===== src/rtl/core/sibf_pkg.sv =====
// Shared types and constants for the source address blocklist filter.
package sibf_pkg;

    localparam int RULE_ENTRIES_DEF = 64;
    localparam int KEY_BITS         = 128;

    localparam logic       OP_FRAME_BYTE = 1'b0;
    localparam logic       OP_RULE_WRITE = 1'b1;

    localparam logic [5:0]  MAX_POSITION  = 6'd63;
    localparam logic [5:0]  POS_KIND_HI   = 6'd12;
    localparam logic [5:0]  POS_KIND_LO   = 6'd13;
    localparam logic [5:0]  LAST_POS_IPV4 = 6'd33;
    localparam logic [5:0]  LAST_POS_IPV6 = 6'd53;
    localparam logic [15:0] KIND_IPV4     = 16'h0800;
    localparam logic [15:0] KIND_IPV6     = 16'h86DD;
    localparam logic [15:0] IPV4_MAPPED   = 16'hffff;

    typedef logic [KEY_BITS-1:0] key_t;

    typedef struct packed {
        logic        operation;
        logic [7:0]  frame_byte;
        logic        frame_last;
        logic [5:0]  rule_index;
        logic        rule_valid;
        logic [7:0]  rule_prefix_length;
        logic [63:0] rule_address_high;
        logic [63:0] rule_address_low;
    } in_item_t;

    typedef struct packed {
        logic        verdict;
        logic        was_counted;
        logic [63:0] passed_total;
        logic [63:0] dropped_total;
    } out_item_t;

    typedef struct packed {
        logic       valid;
        logic [7:0] prefix_length;
        key_t       address;
    } rule_t;

    typedef struct packed {
        logic token;
        logic hit;
    } chain_t;

    typedef struct packed {
        logic counted;
        key_t key;
    } parse_t;

endpackage


===== src/rtl/core/sibf_parser.sv =====
// Frame header parser: tracks byte position, ethertype and source address.
module sibf_parser (
    input  logic             clk,
    input  logic             rst_n,
    input  logic             byte_en,
    input  logic [7:0]       frame_byte,
    input  logic             frame_last,
    output sibf_pkg::parse_t parse
);
    import sibf_pkg::*;

    logic [5:0]  pos_reg, pos_next;
    logic [15:0] kind_reg, kind_next;
    logic [63:0] src_high_reg, src_high_next;
    logic [63:0] src_low_reg, src_low_next;

    always_comb
    begin
        pos_next      = pos_reg;
        kind_next     = kind_reg;
        src_high_next = src_high_reg;
        src_low_next  = src_low_reg;
        if (byte_en)
        begin
            if (frame_last)
            begin
                pos_next      = '0;
                kind_next     = '0;
                src_high_next = '0;
                src_low_next  = '0;
            end
            else
            begin
                case (pos_reg) inside
                    POS_KIND_HI:   kind_next = {frame_byte, 8'h00};
                    POS_KIND_LO:   kind_next = {kind_reg[15:8], frame_byte};
                    [6'd22:6'd29]: src_high_next = {src_high_reg[55:0], frame_byte};
                    [6'd30:6'd37]: src_low_next = {src_low_reg[55:0], frame_byte};
                    default:       kind_next = kind_reg;
                endcase
                if (pos_reg != MAX_POSITION)
                begin
                    pos_next = pos_reg + 6'd1;
                end
            end
        end
    end

    // The key bytes and the ethertype are all stored before the last byte of any
    // frame long enough to be counted, so the decision uses the registered state.
    always_comb
    begin
        if (kind_reg == KIND_IPV4 && pos_reg >= LAST_POS_IPV4)
        begin
            parse.counted = 1'b1;
            parse.key     = {64'd0, 16'd0, IPV4_MAPPED, src_high_reg[31:0]};
        end
        else if (kind_reg == KIND_IPV6 && pos_reg >= LAST_POS_IPV6)
        begin
            parse.counted = 1'b1;
            parse.key     = {src_high_reg, src_low_reg};
        end
        else
        begin
            parse.counted = 1'b0;
            parse.key     = '0;
        end
    end

    always_ff @(posedge clk or negedge rst_n)
    begin
        if (!rst_n)
        begin
            pos_reg      <= '0;
            kind_reg     <= '0;
            src_high_reg <= '0;
            src_low_reg  <= '0;
        end
        else
        begin
            pos_reg      <= pos_next;
            kind_reg     <= kind_next;
            src_high_reg <= src_high_next;
            src_low_reg  <= src_low_next;
        end
    end

endmodule


===== config.mk =====
export PLATFORM = sky130hd
export DESIGN_NAME = sibf_parser
export DESIGN_NICKNAME = d
export VERILOG_FILES = /design/src/rtl/core/sibf_pkg.sv /design/src/rtl/core/sibf_parser.sv
export SDC_FILE = /design/constraint.sdc
export NUM_CORES = 1
export LEC_CHECK = 0
export ABC_AREA = 1
export BUFFER_PORTS_ARGS = -buffer_cell sky130_fd_sc_hd__buf_2
export CAP_MARGIN = 20
export CORE_MARGIN = 2
export CORE_UTILIZATION = 53
export CTS_BUF_LIST = sky130_fd_sc_hd__clkbuf_4 sky130_fd_sc_hd__clkbuf_8
export CTS_CLUSTER_DIAMETER = 50
export DETAILED_ROUTE_END_ITERATION = 8
export PLACE_DENSITY_LB_ADDON = 0.1
export REMOVE_ABC_BUFFERS = 1
export SYNTH_ARGS = -nofsm -noshare
export SYNTH_HDL_FRONTEND = slang
export SYNTH_SLANG_ARGS = --single-unit

===== constraint.sdc =====
create_clock -name clk -period 2 [get_ports clk]
set_input_delay 0.3 -clock clk [delete_from_list [all_inputs] [get_ports clk]]
set_output_delay 0.3 -clock clk [all_outputs]
set_load 0.02 [all_outputs]

Yosys cells after proc, flatten, opt, wreduce, memory -nomap -nowiden:

Cells that the tools add are included.

* eq/ne operators: 8
* multiplexer cells: 16
* add/sub/neg operators: 1
* reductions and logical operators: 14
* order comparisons: 6

Operators with widths (number)
* $mux W64: 9
* $mux W129: 2
* $mux W16: 2
* $eq A16 B12 Y1 const B: 1
* $eq A16 B16 Y1 const B: 1
* $eq A6 B4 Y1 const B: 2
* $ge A6 B5 Y1 const B: 2
* $ge A6 B6 Y1 const B: 2
* $mux W6: 2
* $mux W8: 1
* $reduce_bool A2 Y1: 4
* $add A6 B1 Y6 const B: 1
* $le A6 B5 Y1 const B: 1
* $le A6 B6 Y1 const B: 1
* $ne A2 B2 Y1 const B: 3
* $ne A6 B6 Y1 const B: 1
* $reduce_and A2 Y1: 3
* $reduce_and A5 Y1: 1
* $logic_and A1 B1 Y1: 4
* $reduce_and A4 Y1: 1
* $reduce_bool A3 Y1: 1

* logic and storage cells: 50
* bits in registers: 150
* output and inout bits: 129

Logic depth before layout (Yosys ltp):

Gate-level depths: netlist of the first run.

* word-level depth: 7
* mapped depth: 12
* mapped depth without buffers: 11

Worst setup path after synthesis of the first run:

No wires, ideal clock.

* path type: register -> output
* start: register pos_reg[0]
* end: output parse[32] (netlist bit)
* required time: 1.700 ns
* stages on the path, launching flop included: 8
* path slack: -0.120 ns
* arrival: 1.820 ns
* cells stage by stage: dfrtp_1 inv_1 ha_1 nor3b_2 nor2_1 nand3_2 buf_2 o21ai_0

RTL lines
* from (decl): RTL line sibf_parser.sv:12 `logic [5:0] pos_reg, pos_next;`
* from (signal assigned): RTL line sibf_parser.sv:81 `pos_reg <= pos_next;`
* to (decl): RTL line sibf_parser.sv:8 `output sibf_pkg::parse_t parse`

==> results.json, run 1 <==
{
  "vias": 8143,
  "placement_rows": 46,
  "setup_viol": 129,
  "cts_tree": "built",
  "violations": "negative setup slack",
  "die_area_mm2": 0.0169,
  "dr.max_layer_used": "met4",
  "drtIter0Drc": 703,
  "die_x_um": 130,
  "syn_to_final_growth_pct": 29.9,
  "rsz0062_at_grt": "yes",
  "synth_cell_types": 29,
  "pwr-share-clk_pct": 38.4,
  "antenna_found_initial": 0,
  "worst_pin_slew_ns": 0.463,
  "pwr-share-comb_pct": 11.4,
  "drc_errors": 0,
  "max_slew_margin_pct": 69.1,
  "max_freq_mhz": 404,
  "wl_met3_mm": 1.48,
  "global_route.usage.total_pct": 28.1,
  "cts_buffers": 17,
  "ctsHtreeMaxLevel": 4,
  "max_cap_violations": 0,
  "pwr_density_cell_mw_per_mm2": 599,
  "cts_root_buffer": "clkbuf_8",
  "drt-total-wl_mm": 24.5,
  "core_mm2": 0.0157,
  "seqPwrFrac_pct": 50.2,
  "cp-end-kind": "primary output",
  "status": "finished with violations",
  "final_cell_mix": "nand2_1, nand3_1, dfrtp_1, nor2_1, inv_1",
  "utilization_pct": 69.6,
  "synth_seq_area_share_pct": 44.6,
  "final_common_cell": "nand2_1",
  "switching_power_mw": 1.75,
  "hpwlAfterDp_mm": 14.9,
  "worstPathArrival_ns": 2.17,
  "fillers": 1324,
  "cts_sinks": 150,
  "total_leakage_power_nw": 5.62,
  "path_cells": "buf_6 > ha_4 > nor3b_4 > nor2_4 > nand3_4 > buf_12 > buf_8 > buf_6 > nor2_4 > buf_6",
  "hold_viol_final": 0,
  "syn_area_per_cell_um2": 7.11,
  "cp_common_cell": "buf_6",
  "path_clk_slew_ns": 0.08,
  "finalClockSkew_ns": 0.0109,
  "intPower_mw": 4.81,
  "grt_pass1_vias": 7264,
  "ys_warn_count": 0,
  "grt_pass1_wl_mm": 37.1,
  "drive_above_1_share_pct": 25.0,
  "final_antenna_net_count": 0,
  "io_pins": 141,
  "wl_met1_mm": 10.7,
  "vias_per_cell": 5.23,
  "drt-pass1-iter-count": 5,
  "max_stage_delay_ns": 0.41,
  "met2_length_mm": 11.9,
  "crit_path_start_kind": "flip-flop",
  "cp_data_required_time_ns": 1.70,
  "ir_drop_uv": 496,
  "syn_inst": 1183,
  "fin_crit_sh_pct": 124,
  "fp.dieH_um": 130,
  "grt_overflow": 0,
  "portBuffers": 140,
  "fin_crit_ns": 2.47,
  "setup_ws_ns": -0.474,
  "insertion_delay_ns": 0.45,
  "grt_max_degree": 89,
  "worst-path-max-fanout": 8,
  "switching_share_pct": 26.6,
  "gp_routability_congestion": 0.861,
  "antenna_cells": 0,
  "fin_nets": 1345,
  "hold-worst-slack_ns": 0.204,
  "pre_cts_ws_ns": -0.0815,
  "critical_path_class": "flip-flop to primary output",
  "wl_per_cell_um": 15.7,
  "critPathSlowestCell": "dfrtp_1",
  "start_util_pct": 53.6,
  "slew_viol_final": 0,
  "ys_ff_latch": 150,
  "synth_area_mm2": 0.00842,
  "cts.path.max_buffers": 2,
  "hold_class": "input port to flip-flop"
}
==> path summary, 6_finish.rpt <==
kind,start,end,slack [ns],cells after the start
max,pos_reg[0],parse[86],-0.47,10
min,frame_byte[5],src_high_reg[5],0.20,5
max reg2reg,pos_reg[0],src_high_reg[49],0.10,10
min reg2reg,src_low_reg[62],src_low_reg[62],0.47,2
max in group asynchronous,rst_n,src_high_reg[4],1.05,3
min in group asynchronous,rst_n,src_low_reg[62],0.35,2
==> layer usage <==
metal,vias up,global-route usage [%]
li1,3944,-
met1,3858,40.0
met2,301,44.2
met3,40,5.29
met4,0,7.72
met5,-,0
==> cells in the mapped netlist <==
| cell | count | area (um2) |
|---|---|---|
| nand2_1 | 367 | 1380 |
| nor2_1 | 183 | 687 |
| nand3_1 | 174 | 871 |
| dfrtp_1 | 150 | 3750 |
| inv_1 | 118 | 443 |
| clkbuf_1 | 34 | 128 |
| nand3b_1 | 32 | 240 |
| o21ai_0 | 25 | 125 |
| buf_6 | 24 | 270 |
| buf_2 | 19 | 95.1 |
| nand3_2 | 11 | 110 |
| o21ai_1 | 9 | 45.0 |
| nand4_1 | 6 | 37.5 |
| ha_1 | 5 | 62.6 |
| nand2_2 | 5 | 31.3 |
| buf_1 | 3 | 11.3 |
| buf_4 | 2 | 15.0 |
| clkinv_1 | 2 | 7.51 |
| inv_2 | 2 | 7.51 |
| nor2_4 | 2 | 22.5 |
| or2_2 | 2 | 12.5 |
| a21oi_1 | 1 | 5.00 |
| a21oi_2 | 1 | 8.76 |
| a31oi_1 | 1 | 6.26 |
| and2_1 | 1 | 6.26 |
| nand2_4 | 1 | 11.3 |
| nor2_2 | 1 | 6.26 |
| nor3b_2 | 1 | 12.5 |
| o21bai_1 | 1 | 7.51 |
==> cells by family after synthesis <==
family / count (synthesis) / synth area share [%]
flip-flops: 150 / 44.6
adder cells (fa/ha/maj): 5 / 0.743
AND/OR/NAND/NOR: 786 / 40.7
buffers and inverters: 204 / 11.6
AO/OA/AOI/OAI: 38 / 2.35
==> power groups by stage <==
stage / clock (mW) / combinational (mW) / sequential (mW)
finish: 2.52 / 0.749 / 3.29
global route: 2.69 / 0.831 / 3.31
CTS: 2.57 / 0.712 / 3.28
detailed placement: 0 / 0.694 / 3.34
global placement: 0 / 0.685 / 3.34
floorplan: 0 / 0.342 / 3.31
==> what timing repair did <==
action | in CTS | in global routing
setup buffers | 2 | 5
hold buffers | 1 | 0
pin swaps | 4 | 4
hold endpoints to repair | 39 | 0
endpoints found under the setup margin | 129 | 228
gates resized for setup | 92 | 172
cloned | 3 | 4
==> final cells by class <==
class	count	area, um2	area share [%]
Tap cell	216	270	2.47
Clock inverter	9	123	1.12
Clock buffer	23	304	2.78
Sequential cell	150	3750	34.3
Multi-Input combinational cell	830	4040	37.0
Inverter	122	458	4.19
Timing Repair Buffer	207	1980	18.1
==> stage by stage <==
stage                     std cells  TNS, ns  power, mW  cell area, um2
after floorplan                1101  -263.21       3.66            7900
after global placement         1511   -0.194       4.02            9480
after detailed placement       1511    -1.78       4.03            9480
after CTS                      1549   -53.87       6.57           10300
after global routing           1557   -63.44       6.82           10900
final                          1557   -54.77       6.55           10900
==> critical path: cells and delay by family (launching register included) <==
kind                       cells  cell delay [ns]
and+or+nand+nor                4             0.47
adders and majority gates      1             0.16
DFF                            1             0.41
buffers and inverters          5             0.67
No activity file was read; power rests on OpenSTA's default activity.
==> run 2, diff against run 1 <==
Settings changed: CAP_MARGIN 20 to 30, RECOVER_POWER set to 50.
==> run 2 against run 1 <==
Against the previous run:
- the flow still finishes with violations (negative setup slack)
- via count barely moved
- wire length fell by 0.30%
- sequential power barely moved
- global-route usage is the same
- clock power hardly changed
- combinational power is 2% lower
- first-iteration DRC count fell by 10%
- critical path depth did not move
- sequential share of layout area is 0.14 points higher
- total power shrank 0.15%
- non-clock buffer count unchanged
- clock skew hardly changed
- largest power group unchanged
- highest routed layer unchanged
==> results.json, run 2 (synthesized netlist as in run 1, its figures left out) <==
{
  "syn_to_final_growth_pct": 29.4,
  "cp_common_cell": "buf_6",
  "fin_nets": 1345,
  "fin_crit_ns": 2.48,
  "max_freq_mhz": 404,
  "placement_rows": 46,
  "die_x_um": 130,
  "io_pins": 141,
  "finalNonFillerCells": 1557,
  "ir_drop_uv": 495,
  "grt_pass1_wl_mm": 37.1,
  "insertion_delay_ns": 0.46,
  "max_stage_delay_ns": 0.41,
  "antenna_found_initial": 0,
  "start_util_pct": 53.6,
  "max_cap_violations": 0,
  "final_antenna_net_count": 0,
  "seq_area_mm2": 0.00375,
  "gp_routability_congestion": 0.861,
  "final_common_cell": "nand2_1",
  "vias": 8147,
  "cp_num_buf_inv": 5,
  "placed_cell_area_mm2": 0.00948,
  "violations": "negative setup slack",
  "grt_pass1_vias": 7264,
  "finalClockSkew_ns": 0.0113,
  "worstPathArrival_ns": 2.18,
  "fp.dieH_um": 130,
  "utilization_pct": 69.3,
  "cts_root_buffer": "clkbuf_8",
  "tns_ns": -54.98,
  "status": "finished with violations",
  "max_slew_margin_pct": 24.4,
  "fillers": 1331,
  "cts_sinks": 150,
  "core_mm2": 0.0157,
  "drtIter0Drc": 632,
  "critical_path_class": "flip-flop to primary output",
  "drt-total-wl_mm": 24.4,
  "pre_cts_ws_ns": -0.0815,
  "cp_data_required_time_ns": 1.70,
  "setup_ws_ns": -0.476,
  "critPathSlowestCell": "dfrtp_1",
  "slew_viol_final": 0,
  "wl_per_cell_um": 15.7,
  "grt_overflow": 0,
  "worst_pin_slew_ns": 1.13,
  "drive_above_1_share_pct": 25.0,
  "grt_max_degree": 89,
  "hold_class": "input port to flip-flop",
  "path_clk_slew_ns": 0.08,
  "cts.path.max_buffers": 2,
  "drt-pass1-iter-count": 5,
  "drc_errors": 0,
  "cts_buffers": 17,
  "multi_input_area_mm2": 0.00404,
  "fin_area_mm2": 0.0109,
  "rsz0062_at_grt": "yes",
  "pwr_density_cell_mw_per_mm2": 601,
  "ctsHtreeMaxLevel": 4,
  "hpwlAfterDp_mm": 14.9,
  "total_leakage_power_nw": 5.60,
  "path_cells": "buf_6 > ha_4 > nor3b_4 > nor2_4 > nand3_4 > buf_12 > buf_8 > buf_6 > nor2_4 > buf_6",
  "cp-end-kind": "primary output",
  "dp.cells": 1511,
  "final_cell_mix": "nand2_1, nand3_1, dfrtp_1, nor2_1, inv_1",
  "antenna_cells": 0,
  "fin_crit_sh_pct": 124,
  "global_route.usage.total_pct": 28.1,
  "die_area_mm2": 0.0169,
  "crit_path_start_kind": "flip-flop",
  "setup_viol": 129,
  "crit_family": "buffers and inverters",
  "portBuffers": 140,
  "worst-path-max-fanout": 8,
  "vias_per_cell": 5.23,
  "cts_tree": "built",
  "hold_viol_final": 0
}
## run 2: final timing paths
path	from	end	slack, ns	cells after the start
max	pos_reg[0]	parse[86]	-0.48	10
min	frame_byte[5]	src_high_reg[5]	0.20	5
max reg2reg	pos_reg[0]	src_high_reg[54]	0.09	10
min reg2reg	src_low_reg[62]	src_low_reg[62]	0.47	2
min in group asynchronous	rst_n	src_low_reg[62]	0.59	2
max in group asynchronous	rst_n	src_high_reg[49]	0.23	3
## run 2: cell type report
type	instances	share of cell area, %
clock inverter	9	1.13
tap	216	2.48
clock buffer	23	2.79
multi-input combinational	830	37.1
inverter	122	4.20
timing repair buffer	207	17.8
sequential	150	34.5
## run 2: through the flow
stage	power [mW]	hold slack (ns)
6_report	6.54	0.201
5_1_grt	6.81	0.230
2_1_floorplan	3.66	0.00441
3_5_place_dp	4.03	0.264
4_1_cts	6.57	0.188
3_3_place_gp	4.02	0.264
## run 2: what timing repair did
action,CTS,global route
endpoints found under the setup margin,129,228
pin swaps,4,4
gates resized for setup,92,172
hold buffers,1,0
gates cloned,3,4
endpoints found under the hold margin,39,0
buffers inserted,2,5
## run 2: report_power, final
| part | switching [mW] | internal [mW] | total (mW) |
|---|---|---|---|
| clock network | 1.13 | 1.38 | 2.52 |
| registers | 0.117 | 3.17 | 3.29 |
| logic | 0.496 | 0.241 | 0.737 |
| total | 1.74 | 4.80 | 6.54 |
## run 2: worst register-to-register path: cells and delay by family (launching register included)
family | cells | cell delay [ns]
adder cells (fa/ha/maj) | 1 | 0.16
buffers and inverters | 3 | 0.53
flip-flops | 1 | 0.41
AND/OR/NAND/NOR | 6 | 0.71
## run 2: layer usage
metal	vias up	track usage (%)	part of all wire, %
met5	-	0	0
met4	0	7.72	1.6
met3	40	5.29	5.9
met2	278	44.2	49
met1	3885	40.0	44
li1	3944	-	-
==> run 3, diff against run 2 <==
Settings changed: ABC_AREA 1 to unset, CORE_UTILIZATION 53 to 51, SKIP_LAST_GASP set to 1.
==> run 3 against run 2 <==
Against the previous run:
- the run ends with max-capacitance violations, max-slew violations, negative setup slack left
- clock-buffer cell count grew 1
- non-clock buffer count grew 20
- final cell count shrank 40%
- die area shrank 16%
- first-iteration DRC count grew 2.2%
- sequential share of layout area grew 3.7 points
- area after synthesis shrank 19%
- largest power group unchanged
- highest routed layer unchanged
- total power shrank 9.7%
- sequential cell count is the same
- register-to-register slack lost 0.21 ns
- worst setup slack lost 0.20 ns
==> results.json, run 3 <==
{
  "wl_per_cell_um": 22.3,
  "cts_root_buffer": "clkbuf_8",
  "ys_ff_latch": 150,
  "grt_overflow": 0,
  "violations": "max-capacitance violations, max-slew violations, negative setup slack",
  "gp_routability_congestion": 0.814,
  "fin_crit_ns": 2.67,
  "path_cells": "nand4_1 > or3_4 > nor3_4 > buf_6 > buf_12 > clkbuf_16 > a22o_1 > buf_2",
  "hpwlAfterDp_mm": 10.2,
  "antenna_cells": 0,
  "drt-pass1-iter-count": 5,
  "max_stage_delay_ns": 0.42,
  "seq_area_mm2": 0.00375,
  "grt_max_degree": 61,
  "yosysMostFrequentCell": "a22o_1",
  "fin_area_mm2": 0.00984,
  "ys_warn_count": 0,
  "total_leakage_power_nw": 5.05,
  "die_area_mm2": 0.0143,
  "cp-end-kind": "primary output",
  "final_cell_mix": "a22o_1, dfrtp_1, buf_6, buf_4, and2_1",
  "ff2ff_setup_slack_ns": -0.12,
  "power_mw": 5.91,
  "start_util_pct": 51.8,
  "worstPathArrival_ns": 2.37,
  "syn_to_final_growth_pct": 44.7,
  "final_antenna_net_count": 0,
  "syn_inst": 557,
  "setup_ws_ns": -0.674,
  "fp.dieH_um": 119,
  "multi_input_area_mm2": 0.00290,
  "yosys-top-cells-area": "dfrtp_1, a22o_1, and2_1",
  "synthFlopType": "dfrtp_1",
  "yosysTopAreaCell": "dfrtp_1",
  "fin_crit_sh_pct": 134,
  "grt_pass1_wl_mm": 26.0,
  "cp_num_buf_inv": 4,
  "critPathSlowestCell": "or3_4",
  "synthArstFlopShare_pct": 100,
  "crit_family": "simple AND/OR/NAND/NOR gates",
  "fillers": 849,
  "placement_rows": 42,
  "slew_viol_final": 59,
  "ir_drop_uv": 371,
  "max_cap_violations": 1,
  "vias": 5747,
  "finalClockSkew_ns": 0.00875,
  "crit_path_start_kind": "flip-flop",
  "syn_area_per_cell_um2": 12.2,
  "status": "finished with violations",
  "tns_ns": -85.31,
  "synth_seq_area_share_pct": 55.2,
  "worst-path-max-fanout": 6,
  "worst_pin_slew_ns": 1.57,
  "insertion_delay_ns": 0.46,
  "drt-total-wl_mm": 20.9,
  "placed_cell_area_mm2": 0.00785,
  "synth_area_mm2": 0.00680,
  "max_freq_mhz": 374,
  "io_pins": 141,
  "ctsHtreeMaxLevel": 4,
  "drive_above_1_share_pct": 40.5,
  "drc_errors": 0,
  "antenna_found_initial": 0,
  "cts_buffers": 17,
  "hold_class": "input port to flip-flop",
  "synth_top_area_share_pct": 55.2,
  "synth_edf_count": 0,
  "critical_path_class": "flip-flop to primary output",
  "cp_data_required_time_ns": 1.70,
  "path_clk_slew_ns": 0.08,
  "final_common_cell": "a22o_1",
  "hold_viol_final": 0,
  "grt_pass1_vias": 5015,
  "hold-worst-slack_ns": 0.131,
  "global_route.usage.total_pct": 23.0,
  "die_x_um": 119,
  "vias_per_cell": 6.12,
  "synth_cell_types": 39,
  "setup_viol": 257,
  "fin_nets": 768,
  "rsz0062_at_grt": "yes",
  "synthTopCellsByCount": "a22o_1, dfrtp_1, and2_1",
  "core_mm2": 0.0131,
  "portBuffers": 140,
  "cts_sinks": 150,
  "cts_tree": "built",
  "cts.path.max_buffers": 2,
  "max_slew_margin_pct": -4.67,
  "pwr_density_cell_mw_per_mm2": 600,
  "drtIter0Drc": 646
}
==> run 3: worst min-delay path, stage by stage <==
cell	delay, ns
buf_2	0.13
nand2_1	0.06
mux2i_1	0.05
==> run 3: routing by layer <==
layer / part of all wire (%) / vias up / wire, um / GRT usage (%)
li1: - / 2462 / - / -
met1: 43 / 2970 / 8960 / 33.5
met2: 48 / 287 / 10100 / 34.1
met3: 7.4 / 28 / 1560 / 5.12
met4: 1.3 / 0 / 266 / 7.87
met5: 0 / - / 0 / 0
==> run 3: where the power goes <==
part,total (mW),switching [mW],internal [mW]
Clock,2.29,1.12,1.17
Combinational,0.521,0.284,0.237
Sequential,3.10,0.0335,3.06
==> run 3: timing repair <==
item	CTS	global route
gates resized for setup	25	210
setup buffers	4	8
pin swaps	5	37
gates cloned	1	36
endpoints found under the setup margin	243	257
hold endpoints to repair	56	0
hold buffers	1	0
==> run 3: cells by family after synthesis <==
| kind of cell | synth area share [%] |
|---|---|
| adder cells (fa/ha/maj) | 0.920 |
| XOR/XNOR | 0.129 |
| buffers and inverters | 5.32 |
| AO/OA/AOI/OAI | 25.6 |
| multiplexers | 1.47 |
| flip-flops | 55.2 |
| AND/OR/NAND/NOR | 11.4 |
==> run 3: path summary, 6_finish.rpt <==
check	cells after the start	start	endpoint
worst max register to register	10	pos_reg[0]	src_low_reg[45]
min in group asynchronous	2	rst_n	src_high_reg[50]
worst max-delay path	8	kind_reg[4]	parse[18]
worst min-delay path	3	frame_byte[6]	kind_reg[6]
worst min register to register	1	src_low_reg[58]	src_low_reg[58]
max in group asynchronous	3	rst_n	src_low_reg[28]
==> run 3: layout make-up <==
class                   count  share of cell area (%)
flip-flops and latches    150                    38.2
multi-input cells         344                    29.5
repair buffers            227                    25.8
clock buffers              24                    3.23
well taps                 176                    2.24
clock inverters             7                   0.699
inverters                  11                   0.420
==> run 3: stage by stage <==
step	setup WS, ns	std cells	utilization [%]
after floorplan	-2.60	505	-
after global placement	-0.164	860	59.8
after detailed placement	-0.178	860	59.8
after CTS	-0.583	897	63.8
after global routing	-0.753	939	74.9
final	-0.674	939	74.9
